File: src/rtl/box_overlap_match_counter_assert.svh
// Assertion macros shared by the box overlap match counter RTL.
// Expects clk and rst_n in the scope where the macros are used.
`ifndef BOX_OVERLAP_MATCH_COUNTER_ASSERT_SVH
`define BOX_OVERLAP_MATCH_COUNTER_ASSERT_SVH

// Same-cycle implication.
`define BOMC_ASSERT_NOW(label, ante, cons, msg) \
    label: assert property (@(posedge clk) disable iff (!rst_n) (ante) |-> (cons)) \
        else $error(msg);

// Next-cycle implication.
`define BOMC_ASSERT_NEXT(label, ante, cons, msg) \
    label: assert property (@(posedge clk) disable iff (!rst_n) (ante) |=> (cons)) \
        else $error(msg);

`endif

File: src/rtl/bomc_pkg.sv
// Package for the box overlap match counter: sizes, codes, transaction types.
// No dependencies.
`timescale 1ns / 1ps

package bomc_pkg;

    localparam int MAX_CANDIDATES = 64;
    localparam int IDX_W          = (MAX_CANDIDATES > 1) ? $clog2(MAX_CANDIDATES) : 1;
    localparam int CNT_W          = $clog2(MAX_CANDIDATES + 1);
    localparam int COORD_W        = 12;
    localparam int AREA_W         = 2 * COORD_W;
    localparam int MIDX_W         = 6;
    localparam int IDX_EXT_W      = (IDX_W > MIDX_W) ? IDX_W : MIDX_W;
    localparam int HIT_W          = 16;
    localparam int Q_DEPTH        = 2;
    localparam int QA_W           = (Q_DEPTH > 1) ? $clog2(Q_DEPTH) : 1;
    localparam int QC_W           = $clog2(Q_DEPTH + 1);

    localparam logic [1:0] REQ_CLEAR = 2'd0;
    localparam logic [1:0] REQ_LOAD  = 2'd1;
    localparam logic [1:0] REQ_QUERY = 2'd2;

    localparam logic [HIT_W-1:0] HIT_MAX = {HIT_W{1'b1}};

    typedef struct packed {
        logic [1:0]         req_type;
        logic [COORD_W-1:0] box_x;
        logic [COORD_W-1:0] box_y;
        logic [COORD_W-1:0] box_w;
        logic [COORD_W-1:0] box_h;
    } req_t;

    typedef struct packed {
        logic              matched;
        logic [MIDX_W-1:0] match_index;
        logic [HIT_W-1:0]  true_positive_count;
    } res_t;

    typedef struct packed {
        logic [COORD_W-1:0] x;
        logic [COORD_W-1:0] y;
        logic [COORD_W-1:0] w;
        logic [COORD_W-1:0] h;
    } box_t;

    typedef enum logic [1:0] {
        OP_CLEAR,
        OP_LOAD,
        OP_QUERY
    } op_kind_t;

    typedef struct packed {
        op_kind_t kind;
        box_t     box;
    } op_t;

    typedef struct packed {
        logic empty;
        logic full;
    } q_stat_t;

    typedef enum logic [1:0] {
        ST_IDLE,
        ST_SETUP,
        ST_SCAN,
        ST_DONE
    } eng_state_t;

    // Overlap length of [a0, a0+alen) and [b0, b0+blen); never exceeds alen.
    function automatic logic [COORD_W-1:0] overlap_len(
        input logic [COORD_W-1:0] a0,
        input logic [COORD_W-1:0] alen,
        input logic [COORD_W-1:0] b0,
        input logic [COORD_W-1:0] blen
    );
        logic [COORD_W:0] lo;
        logic [COORD_W:0] hi;
        logic [COORD_W:0] a1;
        logic [COORD_W:0] b1;
        logic [COORD_W:0] diff;
        a1   = {1'b0, a0} + {1'b0, alen};
        b1   = {1'b0, b0} + {1'b0, blen};
        lo   = (a0 > b0) ? {1'b0, a0} : {1'b0, b0};
        hi   = (a1 < b1) ? a1 : b1;
        diff = hi - lo;
        return (hi > lo) ? diff[COORD_W-1:0] : '0;
    endfunction

endpackage

File: src/rtl/bomc_ram.sv
// Generic single-port-write, single-port-read RAM with registered read data.
// No dependencies.
`timescale 1ns / 1ps

module bomc_ram #(
    parameter int WIDTH = 8,
    parameter int DEPTH = 16
) (
    input  logic                                       clk,
    input  logic                                       we,
    input  logic [((DEPTH > 1) ? $clog2(DEPTH) : 1)-1:0] waddr,
    input  logic [WIDTH-1:0]                           wdata,
    input  logic [((DEPTH > 1) ? $clog2(DEPTH) : 1)-1:0] raddr,
    output logic [WIDTH-1:0]                           rdata
);

    logic [WIDTH-1:0] mem [DEPTH];
    logic [WIDTH-1:0] rdata_reg;

    always_ff @(posedge clk)
    begin
        if (we)
        begin
            mem[waddr] <= wdata;
        end
        rdata_reg <= mem[raddr];
    end

    assign rdata = rdata_reg;

endmodule

File: src/rtl/bomc_front.sv
// Front end: accepts request transactions, classifies them, drops unknown codes.
// Depends on bomc_pkg.
`timescale 1ns / 1ps

module bomc_front (
    input  logic             clk,
    input  logic             rst_n,
    input  logic             req_valid,
    output logic             req_stall,
    input  bomc_pkg::req_t   req_data,
    input  bomc_pkg::q_stat_t q_stat,
    output logic             push,
    output bomc_pkg::op_t    push_op
);

    logic          op_vld_reg;
    logic          op_vld_next;
    bomc_pkg::op_t op_reg;
    bomc_pkg::op_t op_next;
    logic          accept;
    logic          known;
    bomc_pkg::op_t decoded;

    assign req_stall = op_vld_reg && q_stat.full;
    assign accept    = req_valid && !req_stall;
    assign push      = op_vld_reg && !q_stat.full;
    assign push_op   = op_reg;

    always_comb
    begin
        known       = 1'b1;
        decoded.box = '{x: req_data.box_x, y: req_data.box_y,
                        w: req_data.box_w, h: req_data.box_h};
        unique case (req_data.req_type)
            bomc_pkg::REQ_CLEAR: decoded.kind = bomc_pkg::OP_CLEAR;
            bomc_pkg::REQ_LOAD:  decoded.kind = bomc_pkg::OP_LOAD;
            bomc_pkg::REQ_QUERY: decoded.kind = bomc_pkg::OP_QUERY;
            default:
            begin
                decoded.kind = bomc_pkg::OP_CLEAR;
                known        = 1'b0;
            end
        endcase

        op_vld_next = op_vld_reg && !push;
        op_next     = op_reg;
        if (accept && known)
        begin
            op_vld_next = 1'b1;
            op_next     = decoded;
        end
    end

    always_ff @(posedge clk or negedge rst_n)
    begin
        if (!rst_n)
        begin
            op_vld_reg <= 1'b0;
        end
        else
        begin
            op_vld_reg <= op_vld_next;
        end
    end

    always_ff @(posedge clk)
    begin
        op_reg <= op_next;
    end

endmodule

File: src/rtl/bomc_queue.sv
// Short FIFO of classified operations between the front end and the engine.
// Depends on bomc_pkg.
`timescale 1ns / 1ps

module bomc_queue (
    input  logic              clk,
    input  logic              rst_n,
    input  logic              push,
    input  bomc_pkg::op_t     push_op,
    input  logic              pop,
    output bomc_pkg::op_t     head,
    output bomc_pkg::q_stat_t q_stat
);

    bomc_pkg::op_t                entry_reg [bomc_pkg::Q_DEPTH];
    logic [bomc_pkg::QA_W-1:0]    wr_ptr_reg;
    logic [bomc_pkg::QA_W-1:0]    wr_ptr_next;
    logic [bomc_pkg::QA_W-1:0]    rd_ptr_reg;
    logic [bomc_pkg::QA_W-1:0]    rd_ptr_next;
    logic [bomc_pkg::QC_W-1:0]    fill_reg;
    logic [bomc_pkg::QC_W-1:0]    fill_next;

    localparam logic [bomc_pkg::QA_W-1:0] PTR_LAST = bomc_pkg::QA_W'(bomc_pkg::Q_DEPTH - 1);

    assign head          = entry_reg[rd_ptr_reg];
    assign q_stat.empty  = (fill_reg == '0);
    assign q_stat.full   = (fill_reg == bomc_pkg::QC_W'(bomc_pkg::Q_DEPTH));

    always_comb
    begin
        wr_ptr_next = wr_ptr_reg;
        rd_ptr_next = rd_ptr_reg;
        fill_next   = fill_reg;
        if (push)
        begin
            wr_ptr_next = (wr_ptr_reg == PTR_LAST) ? '0 : wr_ptr_reg + 1'b1;
        end
        if (pop)
        begin
            rd_ptr_next = (rd_ptr_reg == PTR_LAST) ? '0 : rd_ptr_reg + 1'b1;
        end
        if (push && !pop)
        begin
            fill_next = fill_reg + 1'b1;
        end
        else if (pop && !push)
        begin
            fill_next = fill_reg - 1'b1;
        end
    end

    always_ff @(posedge clk or negedge rst_n)
    begin
        if (!rst_n)
        begin
            wr_ptr_reg <= '0;
            rd_ptr_reg <= '0;
            fill_reg   <= '0;
        end
        else
        begin
            wr_ptr_reg <= wr_ptr_next;
            rd_ptr_reg <= rd_ptr_next;
            fill_reg   <= fill_next;
        end
    end

    always_ff @(posedge clk)
    begin
        if (push)
        begin
            entry_reg[wr_ptr_reg] <= push_op;
        end
    end

endmodule

File: src/rtl/bomc_back.sv
// Engine: candidate store, count, and the pipelined first-match scan.
// Depends on bomc_pkg and bomc_ram.
`timescale 1ns / 1ps

module bomc_back (
    input  logic              clk,
    input  logic              rst_n,
    input  bomc_pkg::q_stat_t q_stat,
    input  bomc_pkg::op_t     head,
    output logic              pop,
    output logic              res_valid,
    input  logic              res_stall,
    output bomc_pkg::res_t    res_data
);

    bomc_pkg::eng_state_t state_reg;
    bomc_pkg::eng_state_t state_next;

    logic [bomc_pkg::CNT_W-1:0]  cnt_reg;
    logic [bomc_pkg::CNT_W-1:0]  cnt_next;
    logic [bomc_pkg::HIT_W-1:0]  hit_reg;
    logic [bomc_pkg::HIT_W-1:0]  hit_next;
    logic [bomc_pkg::CNT_W-1:0]  issue_reg;
    logic [bomc_pkg::CNT_W-1:0]  issue_next;
    logic                        found_reg;
    logic                        found_next;
    logic [bomc_pkg::IDX_W-1:0]  fidx_reg;
    logic [bomc_pkg::IDX_W-1:0]  fidx_next;
    logic                        res_vld_reg;
    logic                        res_vld_next;
    bomc_pkg::res_t              res_reg;
    bomc_pkg::res_t              res_next;

    bomc_pkg::box_t              g_reg;
    bomc_pkg::box_t              g_next;
    logic [bomc_pkg::AREA_W-1:0] g_area_reg;
    logic [bomc_pkg::AREA_W-1:0] g_area_next;

    logic                        p1_vld_reg;
    logic [bomc_pkg::IDX_W-1:0]  p1_idx_reg;
    logic                        p2_vld_reg;
    logic [bomc_pkg::IDX_W-1:0]  p2_idx_reg;
    logic [bomc_pkg::COORD_W-1:0] ow_reg;
    logic [bomc_pkg::COORD_W-1:0] oh_reg;
    logic [bomc_pkg::AREA_W-1:0] c_area_reg;
    logic                        p3_vld_reg;
    logic [bomc_pkg::IDX_W-1:0]  p3_idx_reg;
    logic [bomc_pkg::AREA_W-1:0] inter_reg;
    logic                        c_ok_reg;

    logic                        we;
    logic [bomc_pkg::IDX_W-1:0]  waddr;
    logic [bomc_pkg::IDX_W-1:0]  raddr;
    bomc_pkg::box_t              rd_box;
    logic                        issue_en;
    logic                        pipe_clr;
    logic                        pipe_busy;
    logic                        p3_hit;
    logic                        out_free;
    logic [bomc_pkg::HIT_W-1:0]  hit_inc;
    logic [bomc_pkg::IDX_EXT_W-1:0] fidx_ext;
    logic [bomc_pkg::AREA_W+2:0] inter5;
    logic [bomc_pkg::AREA_W+2:0] g_area4;

    bomc_ram #(
        .WIDTH ($bits(bomc_pkg::box_t)),
        .DEPTH (bomc_pkg::MAX_CANDIDATES)
    ) u_store (
        .clk   (clk),
        .we    (we),
        .waddr (waddr),
        .wdata (head.box),
        .raddr (raddr),
        .rdata (rd_box)
    );

    assign raddr     = issue_reg[bomc_pkg::IDX_W-1:0];
    assign waddr     = cnt_reg[bomc_pkg::IDX_W-1:0];
    assign issue_en  = (state_reg == bomc_pkg::ST_SCAN) && (issue_reg < cnt_reg);
    assign pipe_clr  = (state_reg == bomc_pkg::ST_SETUP);
    assign pipe_busy = p1_vld_reg || p2_vld_reg || p3_vld_reg;
    assign inter5    = {1'b0, inter_reg, 2'b00} + {3'b000, inter_reg};
    assign g_area4   = {1'b0, g_area_reg, 2'b00};
    assign p3_hit    = p3_vld_reg && c_ok_reg && (inter5 > g_area4);
    assign out_free  = !res_vld_reg || !res_stall;
    assign hit_inc   = (found_reg && (hit_reg != bomc_pkg::HIT_MAX)) ? hit_reg + 1'b1 : hit_reg;
    assign fidx_ext  = bomc_pkg::IDX_EXT_W'(fidx_reg);

    assign res_valid = res_vld_reg;
    assign res_data  = res_reg;

    always_comb
    begin
        state_next   = state_reg;
        cnt_next     = cnt_reg;
        hit_next     = hit_reg;
        issue_next   = issue_reg;
        found_next   = found_reg;
        fidx_next    = fidx_reg;
        g_next       = g_reg;
        g_area_next  = g_area_reg;
        res_vld_next = res_vld_reg && res_stall;
        res_next     = res_reg;
        pop          = 1'b0;
        we           = 1'b0;

        unique case (state_reg)
            bomc_pkg::ST_IDLE:
            begin
                if (!q_stat.empty)
                begin
                    pop = 1'b1;
                    unique case (head.kind)
                        bomc_pkg::OP_CLEAR:
                        begin
                            cnt_next = '0;
                            hit_next = '0;
                        end
                        bomc_pkg::OP_LOAD:
                        begin
                            if (cnt_reg < bomc_pkg::CNT_W'(bomc_pkg::MAX_CANDIDATES))
                            begin
                                we       = 1'b1;
                                cnt_next = cnt_reg + 1'b1;
                            end
                        end
                        bomc_pkg::OP_QUERY:
                        begin
                            g_next     = head.box;
                            state_next = bomc_pkg::ST_SETUP;
                        end
                        default:
                        begin
                            state_next = bomc_pkg::ST_IDLE;
                        end
                    endcase
                end
            end
            bomc_pkg::ST_SETUP:
            begin
                g_area_next = g_reg.w * g_reg.h;
                issue_next  = '0;
                found_next  = 1'b0;
                fidx_next   = '0;
                state_next  = bomc_pkg::ST_SCAN;
            end
            bomc_pkg::ST_SCAN:
            begin
                if (issue_en)
                begin
                    issue_next = issue_reg + 1'b1;
                end
                if (p3_hit)
                begin
                    found_next = 1'b1;
                    fidx_next  = p3_idx_reg;
                    state_next = bomc_pkg::ST_DONE;
                end
                else if (!issue_en && !pipe_busy)
                begin
                    state_next = bomc_pkg::ST_DONE;
                end
            end
            bomc_pkg::ST_DONE:
            begin
                if (out_free)
                begin
                    hit_next                     = hit_inc;
                    res_vld_next                 = 1'b1;
                    res_next.matched             = found_reg;
                    res_next.match_index         = found_reg ?
                                                   fidx_ext[bomc_pkg::MIDX_W-1:0] : '0;
                    res_next.true_positive_count = hit_inc;
                    state_next                   = bomc_pkg::ST_IDLE;
                end
            end
            default:
            begin
                state_next = bomc_pkg::ST_IDLE;
            end
        endcase
    end

    always_ff @(posedge clk or negedge rst_n)
    begin
        if (!rst_n)
        begin
            state_reg   <= bomc_pkg::ST_IDLE;
            cnt_reg     <= '0;
            hit_reg     <= '0;
            res_vld_reg <= 1'b0;
            p1_vld_reg  <= 1'b0;
            p2_vld_reg  <= 1'b0;
            p3_vld_reg  <= 1'b0;
        end
        else
        begin
            state_reg   <= state_next;
            cnt_reg     <= cnt_next;
            hit_reg     <= hit_next;
            res_vld_reg <= res_vld_next;
            p1_vld_reg  <= !pipe_clr && issue_en;
            p2_vld_reg  <= !pipe_clr && p1_vld_reg;
            p3_vld_reg  <= !pipe_clr && p2_vld_reg;
        end
    end

    always_ff @(posedge clk)
    begin
        issue_reg  <= issue_next;
        found_reg  <= found_next;
        fidx_reg   <= fidx_next;
        g_reg      <= g_next;
        g_area_reg <= g_area_next;
        res_reg    <= res_next;

        p1_idx_reg <= raddr;

        p2_idx_reg <= p1_idx_reg;
        ow_reg     <= bomc_pkg::overlap_len(g_reg.x, g_reg.w, rd_box.x, rd_box.w);
        oh_reg     <= bomc_pkg::overlap_len(g_reg.y, g_reg.h, rd_box.y, rd_box.h);
        c_area_reg <= rd_box.w * rd_box.h;

        p3_idx_reg <= p2_idx_reg;
        inter_reg  <= ow_reg * oh_reg;
        c_ok_reg   <= ({1'b0, c_area_reg} < {g_area_reg, 1'b0});
    end

endmodule

File: src/rtl/box_overlap_match_counter.sv
// Top level of the box overlap match counter: front end, queue, engine.
// Depends on bomc_pkg, bomc_front, bomc_queue, bomc_back and the assert header.
//
//   channel  | signals                      | payload
//   ---------+------------------------------+-----------------
//   request  | req_valid, req_stall         | req_data (req_t)
//   result   | res_valid, res_stall         | res_data (res_t)
//
// Clear and load are handled in the engine's idle state; unknown request codes are dropped.
// A query steps through pop, setup, one store read per candidate, three compare stages,
// one drain check and the finish step.
// Reset clears counts and control; the candidate store needs no clearing pass.
// A full result register holds the engine at the end of a query only; the
// two-entry queue keeps taking requests until full while the engine scans or stalls.
`timescale 1ns / 1ps
`include "box_overlap_match_counter_assert.svh"

module box_overlap_match_counter (
    input  logic           clk,
    input  logic           rst_n,
    input  logic           req_valid,
    output logic           req_stall,
    input  bomc_pkg::req_t req_data,
    output logic           res_valid,
    input  logic           res_stall,
    output bomc_pkg::res_t res_data
);

    bomc_pkg::q_stat_t q_stat;
    logic              push;
    bomc_pkg::op_t     push_op;
    logic              pop;
    bomc_pkg::op_t     head;
    logic              res_hit;

    bomc_front u_front (
        .clk       (clk),
        .rst_n     (rst_n),
        .req_valid (req_valid),
        .req_stall (req_stall),
        .req_data  (req_data),
        .q_stat    (q_stat),
        .push      (push),
        .push_op   (push_op)
    );

    bomc_queue u_queue (
        .clk     (clk),
        .rst_n   (rst_n),
        .push    (push),
        .push_op (push_op),
        .pop     (pop),
        .head    (head),
        .q_stat  (q_stat)
    );

    bomc_back u_back (
        .clk       (clk),
        .rst_n     (rst_n),
        .q_stat    (q_stat),
        .head      (head),
        .pop       (pop),
        .res_valid (res_valid),
        .res_stall (res_stall),
        .res_data  (res_data)
    );

    assign res_hit = res_valid && res_data.matched;

    `BOMC_ASSERT_NOW(a_queue_flags, q_stat.full, !q_stat.empty, "queue full and empty")
    `BOMC_ASSERT_NOW(a_pop_nonempty, pop, !q_stat.empty, "pop from empty queue")
    `BOMC_ASSERT_NOW(a_stall_cause, req_stall, q_stat.full, "request stall without full queue")
    `BOMC_ASSERT_NOW(a_match_cnt, res_hit, |res_data.true_positive_count, "match with zero count")

endmodule
File: config.mk
export PLATFORM = sky130hd
export DESIGN_NAME = box_overlap_match_counter
export DESIGN_NICKNAME = d
export VERILOG_FILES = /design/src/rtl/bomc_pkg.sv /design/src/rtl/bomc_ram.sv /design/src/rtl/bomc_front.sv /design/src/rtl/bomc_queue.sv /design/src/rtl/bomc_back.sv /design/src/rtl/box_overlap_match_counter.sv
export VERILOG_INCLUDE_DIRS = /design/src /design/src/rtl
export SDC_FILE = /design/constraint.sdc
export NUM_CORES = 2
export LEC_CHECK = 0
export ABC_AREA = 0
export CAP_MARGIN = 5
export CORE_ASPECT_RATIO = 1.25
export CORE_MARGIN = 2
export CORE_UTILIZATION = 40
export DETAILED_ROUTE_END_ITERATION = 16
export DONT_BUFFER_PORTS = 1
export GPL_TIMING_DRIVEN = 1
export HOLD_SLACK_MARGIN = 0.05
export PLACE_DENSITY = 0.59
export SETUP_SLACK_MARGIN = 0.3
export SLEW_MARGIN = 20
export SYNTH_ARGS = -nofsm -noshare
export SYNTH_HDL_FRONTEND = slang
export SYNTH_HIERARCHICAL = 1
export SYNTH_SLANG_ARGS = --single-unit
File: constraint.sdc
create_clock -name clk -period 13.7 [get_ports clk]
set_input_delay 3.425 -clock clk [delete_from_list [all_inputs] [get_ports clk]]
set_output_delay 3.425 -clock clk [all_outputs]
set_load 0.02 [all_outputs]
# == Yosys cells after proc, flatten, opt, wreduce, memory -nomap -nowiden ==
# Memories as Yosys holds them, arrays and structs flattened. A register that Yosys moved wholly into a read port is not among the register bits.
# Cells that the tools add are included.
# classes
shifts,0
n_eq_ne,17
n_mul,3
n_div,0
n_lt_le_gt_ge,10
n_bitwise,1
n_reduce_logical,45
mux,42
addsub,14
# op_table
cell,count
multiplier 12 x 12 -> 24 bit,3
2-to-1 mux 16 bit,4
adder 12 x 12 -> 13 bit,4
case mux 16 bit (2 select lines),1
case mux 7 bit (2 select lines),2
adder 26 x 24 -> 27 bit,1
greater-than comparator 27 x 26 -> 1 bit,1
greater-than comparator 13 x 12 -> 1 bit,2
< comparator 13 bit,2
2-to-1 mux 13 bit,2
< comparator 24 x 25 -> 1 bit,1
greater-than comparator 12 bit,2
2-to-1 mux 12 bit,2
subtractor 12 bit,2
2-to-1 mux 1 bit,17
"adder 16 x 1 -> 16 bit, second input constant",1
logical AND 1 bit,16
"inequality test 16 bit, second input constant",1
"adder 7 x 1 -> 7 bit, second input constant",2
2-to-1 mux 7 bit,2
2-to-1 mux 2 bit,6
case mux 6 bit (2 select lines),1
AND reduction 4 bit,3
"== test 2 bit, second input constant",5
other kinds (22),49
# word_totals
regBits,284
mem_bits_ro,0
word_cells,169
inputBits,54
memories,2
ramBits,3172
latchBits,0
# memory_table
name,words,width,rd,rd_ports_with_merged_regs,wr,line_no,rtl
u_back.u_store.mem,64,48,1,1,1,bomc_ram.sv:17,logic [WIDTH-1:0] mem [DEPTH];
u_queue.entry_reg,2,50,1,0,1,bomc_queue.sv:15,bomc_pkg::op_t entry_reg [bomc_pkg::Q_DEPTH];

# == Depth between registers and ports, before layout ==
# depth
ltp_word,7
depth_mapped,30
mapped_depth_nobuf,29

# == Cells and area by module ==
# The synthesis kept the hierarchy.
# by_module_without_submodules
module,seq_area_each_um2,cells_each,instances,area_each_um2
bomc_ram,93209.4,4970,1,117117.3
bomc_back,5800.6,3061,1,28094.4
bomc_queue,3103.0,172,1,4047.6
bomc_front,1526.5,58,1,1576.5

# == Worst setup path after synthesis ==
# No wires, ideal clock.
# synth_path
path_type,reg-to-reg
start,reg u_queue.rd_ptr_reg
end,"mem u_back/u_store/mem[48][0] (netlist bit), enable pin"
path_stages_with_launch,10
path_slack_ns,7.767
setup_ns,0.513
arrival_time_ns,5.420
synth_period_minus_slack_ns,5.933
required_time_ns,13.187
path_cell_list,dfrtp_1 > buf_6 > buf_12 > mux2_4 > nand2b_1 > clkbuf_1 > nor3b_1 > nor2b_1 > nand4b_1 > nor3_1
# synth_lines
item,line_no,rtl
start: declaration,bomc_queue.sv:18,logic [bomc_pkg::QA_W-1:0] rd_ptr_reg;
start signal: assignment,bomc_queue.sv:63,rd_ptr_reg <= rd_ptr_next;
end: declaration,bomc_ram.sv:17,

# == Worst setup path in the final report ==
# layout_path
start,reg u_back/g_reg[13] (netlist bit)
end,reg u_back/ow_reg[9] (netlist bit)
# layout_between
elab_chain_len,4
elab_cells_between_ends,5
cone_classes,add/sub: 2; order compare: 2; mux: 1
# layout_lines
item,line_no,rtl
start: declaration,bomc_back.sv:34,bomc_pkg::box_t g_reg;
start signal: assignment,bomc_back.sv:213,g_reg <= g_next;
adder 12 x 12 -> 13 bit (*),bomc_pkg.sv:81,"a1 = {1'b0, a0} + {1'b0, alen};"
< comparator 13 bit,bomc_pkg.sv:84,hi = (a1 < b1) ? a1 : b1;
2-to-1 mux 13 bit (*),bomc_pkg.sv:84,
subtractor 12 bit / greater-than comparator 13 x 12 -> 1 bit (equally long branches),"bomc_pkg.sv:85, bomc_pkg.sv:86",
end signal: assignment,bomc_back.sv:220,"ow_reg <= bomc_pkg::overlap_len(g_reg.x, g_reg.w, rd_box.x, rd_box.w);"
end: declaration,bomc_back.sv:43,logic [bomc_pkg::COORD_W-1:0] ow_reg;
# Mark *: on every way between the ends. The rest lies on a longest branch, timed or not.
# A chain may end at the register's enable or synchronous reset.

==> reports/qor.csv <==
metric;value;unit
drt-pass1-iter-count;5;
grt.total_usage;21.4;%
regArea;104000;µm²
die-area;382000;µm²
cts_resized;0;
crit_arrival;7570;ps
cts_buffers;355;
routed_wl;414000;µm
finalHoldViolCount;0;
layout.nets;9153;
ys.flop_type;edfxtp_1;
drive_gt1_share;18.6;%
cp-start-kind;flop;
cts_setup_buffers;0;
clkTransAtPathRegs;60;ps
synth-edff-count;3331;
synth_warnings;6;
nFillCells;32000;
grt_pass1_vias;81100;
avgSynthCellArea;18.3;µm²
max_cap_viol_count;0;
synth.most_common_cell;edfxtp_1;
synth-seq-area-share;68.7;%
setup_violations;0;
drc;0;
hold_buffers;0;
tritoncts;yes;
worst_r2r_endpoint;u_back/ow_reg[9];
drtAntennaViolNets;0;
reg2reg_depth;26;
required;14470;ps
start_util;40.1;%
fin_tns_setup;0;ps
gp_congestion;0.871;
yosys-top-cells-count;edfxtp_1, mux4_2, inv_1, nand2_1, ha_1;
rows;252;
cts_htree_levels;5;
holdCritPathClass;reg -> reg;
area_growth;11.7;%
largest_register_ffs;3072;
clock-sinks;3503;
min-delay-start;u_back/p2_idx_reg[5];
synth_top_area_share;66.3;%
max_freq;0.147;GHz
yosysTopAreaCell;edfxtp_1;
grt_max_degree;115;
report.final.slew_viol_count;0;
period_share;49.6;%
cp_max_fo;15;
dp_hpwl;245000;µm
min_to;u_back/p3_idx_reg[5];
period_minus_slack;6800;ps
port-buffer-count;0;
synth_area;151000;µm²
critPathBufInv;2;
r2r_start;u_back/g_reg[13];
cts.path.max_buffers;4;
place_area;157000;µm²
clockRootBuffer;clkbuf_16;
multi_input_area;43800;µm²
synth_nets;9009;
num_vias;79000;
cp-end-kind;flop;
ioPinCount;79;
yosys-top-cells-area;edfxtp_1, mux4_2, fa_1, ha_1, dfxtp_1;
async_reset_ff_share;0.971;%
antenna_found_initial;35;
ys_ff_latch;3503;
via_per_inst;5.78;
die_w;553;µm
fin_worst_skew;63.6;ps
grt.overflow.total;0;
dieHeight;691;µm
synth_cell_types;93;
crit_type;reg -> reg;
hold_depth;0;
cpMaxStageDelayCell;o31ai_4;
final_area;168000;µm²
status;completed;
relSlewSlack;20.5;%
grt_pass1_wl;587000;µm
rsz0062_at_grt;false;
r2r_setup_slack;6900;ps
wl_per_cell;30.3;µm
drt_iter0_markers;8508;
critical-path-top-delay-family;compound AO/OA/AOI/OAI gates;
max_stage_delay;800;ps
worst_pin_slew;1190;ps
synth_cells;8261;
clock_latency;940;ps
core_area;376000;µm²
[cell families (layout without fill, tap and decap cells)]
group	Yosys count	after routing	synth area share, %
adders and majority gates	694	694	7.28
muxes	921	921	12.5
xor gates and xnor gates	155	155	0.900
buffers and inverters	914	1347	2.63
other	0	22	0
AOI/OAI and AO/OA	912	912	4.26
and+or+nand+nor	1162	1162	3.67
DFF	3503	3503	68.7
[layout by cell type, fill, tap and decap left out, drive strengths merged, types with 30 or more instances in the layout]
cell       n
o21a      31
mux2i     99
ha       387
nand2    446
nand2b    44
a22o      61
xor2      46
nor2b     72
bufinv    30
a21o      72
and2     183
clkbuf   445
o22ai    126
a221oi    86
nand4     37
o221ai    30
buf      166
nor3      39
mux4     754
xnor2    109
clkinv   135
a21oi    182
mux2      68
edfxtp  3331
a22oi     72
a211oi    49
o21ai     80
dfrtp     34
nand3     40
dfxtp    138
nor2     236
fa       307
inv      553
[worst max-delay path by stage]
| stage | start | end | slack, ps | depth (start not counted) |
|---|---|---|---|---|
| 2_1_floorplan | u_queue/rd_ptr_reg | u_back/u_store/mem[48][0] | 7770 | 9 |
| 3_3_place_gp | u_back/u_store/rdata[13] | u_back/ow_reg[2] | 6980 | 29 |
| 3_5_place_dp | u_back/g_reg[13] | u_back/ow_reg[2] | 7020 | 26 |
| 4_1_cts | u_back/g_reg[13] | u_back/ow_reg[9] | 6960 | 26 |
| 5_1_grt | u_back/u_store/rdata[1] | u_back/oh_reg[2] | 6380 | 25 |
| 6_report | u_back/g_reg[13] | u_back/ow_reg[9] | 6900 | 26 |
[layout make-up]
cell class / count / share of cell area, %
repair buffers: 166 / 0.830
clock inverters: 201 / 1.12
flip-flops and latches: 3503 / 61.5
clock buffers: 445 / 5.61
inverters: 535 / 1.19
multi-input cells: 3844 / 26.0
well taps: 4953 / 3.68
diodes: 22 / 0.0327
[through the flow]
step	std cells	hold slack [ps]	util, %	setup WS (ps)
finish	13700	325	44.8	6900
global route	13700	330	44.8	6380
CTS	13600	323	44.8	6960
detailed placement	13000	312	41.8	7020
global placement	13000	315	41.7	6980
floorplan	8261	310	-	7770
[layer usage]
metal,vias to the layer above,track usage [%],share of wire (%)
met5,-,0,0.0087
met4,4,6.80,3.2
met3,595,3.21,7.6
met2,3389,36.4,50
met1,42300,28.1,39
li1,32700,-,-
Power is not shown: default switching activity piles up to over one toggle a cycle in this logic, so the estimate is an artifact.
